`src/hw/rtl/gbs_pkg.sv`:
```
package gbs_pkg;

    localparam int MAX_BOXES_DEF = 64;
    localparam int COORD_W = 16;
    localparam int AREA_W = 32;
    localparam int INDEX_W = 16;
    localparam int THRESH_W = 17;
    localparam int POS_W = 6;
    localparam int INTER_W = 34;
    localparam int EDGE_ONE = 16;
    localparam logic [THRESH_W-1:0] THRESH_RESET = 17'd32768;

    localparam logic CFG_THRESH = 1'b0;
    localparam logic CFG_EDGE = 1'b1;

    typedef enum logic [2:0] {
        ST_LOAD,
        ST_OUTER,
        ST_INNER,
        ST_EMIT,
        ST_EMIT_WAIT
    } state_t;

    typedef struct packed {
        logic [COORD_W-1:0] x1;
        logic [COORD_W-1:0] y1;
        logic [COORD_W-1:0] x2;
        logic [COORD_W-1:0] y2;
    } box_t;

endpackage

```
`src/hw/rtl/gbs_iou.sv`:
```
// Three-stage overlap test: intersection, union, then cross-multiplied compare.
module gbs_iou (
    input  logic                          aclk,
    input  logic                          in_valid,
    input  gbs_pkg::box_t                 box_a,
    input  gbs_pkg::box_t                 box_b,
    input  logic [gbs_pkg::AREA_W-1:0]    area_a,
    input  logic [gbs_pkg::AREA_W-1:0]    area_b,
    input  logic [gbs_pkg::THRESH_W-1:0]  thresh,
    input  logic                          edge_off,
    output logic                          out_valid,
    output logic                          suppress
);
    logic [gbs_pkg::COORD_W-1:0] x1, y1, x2, y2;
    logic signed [gbs_pkg::COORD_W+2:0] w, h;
    logic [gbs_pkg::COORD_W:0] wc, hc;
    logic [gbs_pkg::COORD_W:0] w_reg, h_reg;
    logic [gbs_pkg::AREA_W:0] asum_reg;
    logic v1_reg, v2_reg;
    logic [gbs_pkg::INTER_W-1:0] inter_reg;
    logic signed [gbs_pkg::INTER_W+1:0] uni_reg;
    logic [gbs_pkg::INTER_W+16:0] lhs;
    logic [gbs_pkg::INTER_W+gbs_pkg::THRESH_W-1:0] rhs;
    logic [gbs_pkg::THRESH_W-1:0] th_reg;

    always_comb begin
        x1 = (box_a.x1 > box_b.x1) ? box_a.x1 : box_b.x1;
        y1 = (box_a.y1 > box_b.y1) ? box_a.y1 : box_b.y1;
        x2 = (box_a.x2 < box_b.x2) ? box_a.x2 : box_b.x2;
        y2 = (box_a.y2 < box_b.y2) ? box_a.y2 : box_b.y2;
        w = $signed({3'b000, x2}) - $signed({3'b000, x1})
            + (edge_off ? 19'sd16 : 19'sd0);
        h = $signed({3'b000, y2}) - $signed({3'b000, y1})
            + (edge_off ? 19'sd16 : 19'sd0);
        wc = w[gbs_pkg::COORD_W+2] ? '0 : w[gbs_pkg::COORD_W:0];
        hc = h[gbs_pkg::COORD_W+2] ? '0 : h[gbs_pkg::COORD_W:0];
    end

    always_ff @(posedge aclk) begin
        v1_reg    <= in_valid;
        w_reg     <= wc;
        h_reg     <= hc;
        asum_reg  <= {1'b0, area_a} + {1'b0, area_b};
        v2_reg    <= v1_reg;
        inter_reg <= w_reg * h_reg;
        uni_reg   <= $signed({3'b000, asum_reg});
        th_reg    <= thresh;
        out_valid <= v2_reg;
    end

    logic signed [gbs_pkg::INTER_W+1:0] u;
    always_comb begin
        u   = uni_reg - $signed({2'b00, inter_reg});
        lhs = {1'b0, inter_reg, 16'd0};
        rhs = th_reg * u[gbs_pkg::INTER_W-1:0];
    end

    always_ff @(posedge aclk) begin
        if (u < 0)
            suppress <= 1'b0;
        else if (u == 0)
            suppress <= (inter_reg != '0);
        else
            suppress <= (lhs >= rhs);
    end
endmodule

```
`config.mk`:
```
export PLATFORM = sky130hd
export DESIGN_NAME = gbs_iou
export DESIGN_NICKNAME = d
export VERILOG_FILES = /design/src/hw/rtl/gbs_pkg.sv /design/src/hw/rtl/gbs_iou.sv
export SDC_FILE = /design/constraint.sdc
export NUM_CORES = 2
export LEC_CHECK = 0
export BUFFER_PORTS_ARGS = -buffer_cell sky130_fd_sc_hd__buf_4
export CORE_UTILIZATION = 65
export CTS_CLUSTER_DIAMETER = 200
export DETAILED_ROUTE_END_ITERATION = 8
export PLACE_DENSITY_LB_ADDON = 0.25
export SLEW_MARGIN = 0
export SYNTH_ARGS = -nofsm -noshare
export SYNTH_HDL_FRONTEND = slang
export SYNTH_SLANG_ARGS = --single-unit
export TNS_END_PERCENT = 50
```
`constraint.sdc`:
```
create_clock -name aclk -period 11.1 [get_ports aclk]
set_clock_uncertainty 0.2 [all_clocks]
set_input_delay 2.22 -clock aclk [delete_from_list [all_inputs] [get_ports aclk]]
set_output_delay 2.22 -clock aclk [all_outputs]
set_load 0.02 [all_outputs]
```
# Word-level counts from Yosys, hierarchy flattened
# Index checks and enable logic that the tools add are counted.
# word_totals
regBits,155
in_bits,212
word_cells,32
# classes
muxes,6
n_mul,2
n_lt_le_gt_ge,6
reduce_logical,2
add_sub_neg,6
# op_table
cell,count
16-bit 2-to-1 mux,4
50-bit by 51-bit >= comparator with 1-bit output,1
17-bit by 34-bit multiplier with 51-bit output,1
17-bit by 6-bit adder with 18-bit output,2
36-bit logical NOT,1
"35-bit by 1-bit < comparator with 1-bit output, second input constant",1
33-bit by 34-bit subtractor with 35-bit output,1
17-bit by 17-bit multiplier with 34-bit output,1
34-bit nonzero test,1
16-bit by 16-bit subtractor with 17-bit output,2
32-bit by 32-bit adder with 33-bit output,1
16-bit > comparator,2
16-bit < comparator,2
5-bit 2-to-1 mux,1
1-bit 2-to-1 mux,1

# Depth between registers and ports, before layout
# logic_depth
ltp_word,4
depth_mapped,48
depth_no_buf,46

# Worst setup path before layout
# Ideal clock, no wire load.
# synth_path
path_type,register -> register
from,register inter_reg[4] in the netlist's numbering
to,register suppress
slack_ns,1.125
path_stages_with_launch,41
required_time_ns,10.842
arrival_ns,9.718
path_cell_list,dfxtp_1 -> inv_1 -> ha_1 -> or4_1 -> o21a_1 -> o31a_1 -> a2111oi_0 -> or2_1 -> o31a_1 -> o31ai_1 -> xor2_1 -> clkbuf_1 -> nand2_1 -> fa_1 -> inv_1 -> fa_1 -> inv_1 -> fa_1 -> [5 not listed] -> inv_1 -> ha_1 -> a2111oi_0 -> a31oi_1 -> nor3_1 -> o21ai_0 -> o41ai_1 -> xor2_1 -> ha_1 -> nand4_1 -> nor4_1 -> nand3_1 -> nor4_1 -> o2111ai_1 -> nor3_1 -> o32ai_1 -> a31oi_1 -> o21a_1
# synth_via
elab_chain_cells,4
elab_cells_between_ends,7
classes_between,add/sub: 1; mul: 1; order compare: 2; mux: 1; reduce/logical: 2
# synth_lines
element,line,rtl
from (decl),gbs_iou.sv:20,logic [gbs_pkg::INTER_W-1:0] inter_reg;
from (signal assigned),gbs_iou.sv:45,inter_reg <= w_reg * h_reg;
33-bit by 34-bit subtractor with 35-bit output,gbs_iou.sv:53,"u = uni_reg - $signed({2'b00, inter_reg});"
17-bit by 34-bit multiplier with 51-bit output,gbs_iou.sv:55,rhs = th_reg * u[gbs_pkg::INTER_W-1:0];
50-bit by 51-bit >= comparator with 1-bit output,gbs_iou.sv:64,suppress <= (lhs >= rhs);
1-bit 2-to-1 mux,gbs_iou.sv:61,else if (u == 0)
to (signal assigned),gbs_iou.sv:62,suppress <= (inter_reg != '0);
to (signal assigned),gbs_iou.sv:64,
to (decl),gbs_iou.sv:12,output logic suppress
# Several ways; a longest one is shown, not always the timed one.
# A chain may end at the register's enable or synchronous reset.

# Worst setup path in the final report
# layout_path
from,register inter_reg[0] in the netlist's numbering
to,register suppress
# Same word-level chain as after synthesis.

==> results.md <==
- Die height: 246 µm
- Final wirelength: 98700 µm
- Vias in the first global route: 31900
- Syn_nets: 5811
- Port bufs: 213
- First-pass GRT wire length: 162000 µm
- Layout Nets: 5947
- Flop2flop setup slack: 560 ps
- Area of the multi-input gates: 31900 µm²
- Clock sinks: 155
- Most used cell, CP: fa_1
- Synthesis-to-finish area growth: 8.49%
- Number of flops mapped to enable cells by yosys: 0
- Die X: 246 µm
- DRC: 0
- Drt pass-1 iters: 5
- Final setup violation count: 0
- Setup_tns: 0 ps
- Overall routing resource usage: 34.2%
- Hold Buf Count CTS: 0
- Sink of the worst hold path: uni_reg[26]$_DFF_P_
- Worst Reg-to-Reg Cells: 39
- Critical R2R Launch: inter_reg[0]$_DFF_P_
- Synth Register Bits: 155
- Post-synth ARST share: 0%
- Final worst path period share: 95.0%
- Ys Warns: 0
- Most numerous cell in the Yosys netlist: inv_1
- Crit Reg-Reg Endpoint: suppress$_SDFF_PP0_
- Longest Clk Path Bufs: 2
- Worst setup EP type: register
- Largest driver fanout on the critical path: 6
- Slew Viols, Final: 0
- Slew headroom: 22.5%
- I/O Pins: 214
- Share of layout cells above drive strength 1: 8.54%
- Synth Flop Type: dfxtp_1
- Storage element area: 3110 µm²
- Critical Path Start Type: register
- CTS root buffer: clkbuf_16
- RSZ-0062 raised after global routing: false
- Via density: 5.70
- GPL Wtd Cong: 0.964
- Antenna Violating Nets Remaining: 0
- Area fraction of the dominant cell type after synthesis: 36.5%
- Clock transition at the registers of the reported paths: 70 ps
- Synth area leader: fa_1
- Crit-path max cell delay: 590 ps
- Worst-Margin Slew: 1160 ps
- # Max-Cap Violations: 0
- Iter 0 DRT Violations: 2153
- DP Wirelength: 81400 µm
- Core footprint: 58900 µm²
- Number of buffers created by CTS: 17
- CTS H-tree lvls: 4
- Number of flip-flops in the largest register: 34
- Post-Syn Area: 38700 µm²
- Initial antenna violation count: 3
- Synth cell count leaders: 892 x inv_1, 707 x fa_1, 632 x nand2_1
- Peak Freq: 94.9 MHz
- Clk_lat worst skew: 490 ps
- Area contributors post-synth: fa_1 37%, ha_1 14%, inv_1 8.6%, dfxtp_1 8.0%, nand2_1 6.1%
- Crit path required time: 11330 ps
- CP Data Arrival Time: 10770 ps
- Post-synthesis sequential area ratio: 8.01%
- CTS tree: done
- Via Count: 30700
- Run status: finished clean
- Synth cell types: 73
- Hold crit path type: register to register
- Crit path kind: register to register
- Site Rows: 89
- Hold Fails Final Rpt: 0
- Fill count: 4600
- Crit-path slowest cell: fa_1
- Post-Syn Instances: 4462
- Starting Density: 65.7%
- Hold_sp: asum_reg[26]$_DFF_P_
- Gr ovfl total: 0
- Drt wl/cell: 18.3 µm
- Syn avg cell area: 8.68 µm²
- Die ar.: 60600 µm²
- Minimum clock period: 10540 ps
- Pin count of the biggest net entering global routing: 35
- Hold Path Depth: 0
## metal layers
layer	track usage [%]	share of wire, %	vias up
met1	44.1	40	15000
met5	0	0	-
met4	12.1	3.3	0
met2	56.8	48	1284
li1	-	-	14200
met3	7.21	8.5	195
## what timing repair did
action	CTS	global route
gates resized for setup	0	32
hold endpoints to repair	0	0
setup buffers	0	7
endpoints found under the setup margin	0	1
## cells in the final DEF, fill, tap and decap left out, types with 16 or more instances in the layout
| master | count |
|---|---|
| and2_1 | 291 |
| xnor2_1 | 112 |
| nand2_1 | 632 |
| xor2_1 | 43 |
| o21a_1 | 24 |
| nand2b_1 | 40 |
| o21ai_0 | 75 |
| mux2i_1 | 38 |
| fa_1 | 707 |
| nor4_1 | 16 |
| nor3_1 | 36 |
| nand4_1 | 33 |
| nor2b_1 | 65 |
| a21oi_1 | 163 |
| a21o_1 | 78 |
| mux2_2 | 32 |
| o21bai_1 | 19 |
| dfxtp_1 | 150 |
| clkbuf_16 | 17 |
| ha_1 | 430 |
| nand3_1 | 39 |
| inv_1 | 892 |
| buf_4 | 275 |
| a31oi_1 | 16 |
| nor2_1 | 128 |
| and3_1 | 30 |
| a211oi_1 | 21 |
## kinds of logic after synthesis
family                   synth area share (%)
AO/OA/AOI/OAI                            8.61
AND/OR/NAND/NOR                          17.1
adder cells (fa/ha/maj)                  50.4
XOR/XNOR                                 3.73
flip-flops                               8.01
buffers and inverters                    10.2
multiplexers                             1.91
## metrics by stage
step	utilization, %	cells	hold slack (ps)	setup WS [ps]	instance area, µm²
floorplan	-	4462	110	1120	38700
CTS	70.9	5377	127	53.7	41800
global placement	69.8	5345	110	260	41100
global route	71.3	5384	130	14.0	42000
detailed placement	69.8	5345	112	100	41100
finish	71.3	5385	127	559	42000
## worst max-delay path: cells and delay by family (launching register included)
kind                     cells  cell delay [ps]
XOR/XNOR                     2              460
AO/OA/AOI/OAI               13             2810
AND/OR/NAND/NOR             10             1740
adder cells (fa/ha/maj)     10             4350
flip-flops                   1              370
buffers and inverters        4              540
## worst max path at each step
stage,slack (ps),start,to,cells past startpoint
after floorplan,1120,inter_reg[4]$_DFF_P_,suppress$_SDFF_PP0_,40
after detailed placement,100,inter_reg[2]$_DFF_P_,suppress$_SDFF_PP0_,42
after global placement,260,inter_reg[2]$_DFF_P_,suppress$_SDFF_PP0_,42
after global routing,10,inter_reg[0]$_DFF_P_,suppress$_SDFF_PP0_,40
final,560,inter_reg[0]$_DFF_P_,suppress$_SDFF_PP0_,39
after CTS,50,inter_reg[2]$_DFF_P_,suppress$_SDFF_PP0_,42
## area by class of cell
| class | count | share of cell area [%] |
|---|---|---|
| sequential | 155 | 7.40 |
| multi-input combinational | 3255 | 75.9 |
| clock buffer | 17 | 1.01 |
| inverter | 892 | 7.97 |
| antenna | 1 | 0.00596 |
| clock inverter | 15 | 0.485 |
| timing repair buffer | 277 | 4.97 |
| tap | 773 | 2.30 |
Power is left out: the tool's default activity adds up to more than one toggle a clock period on the data nets, which glitch-free logic cannot reach.
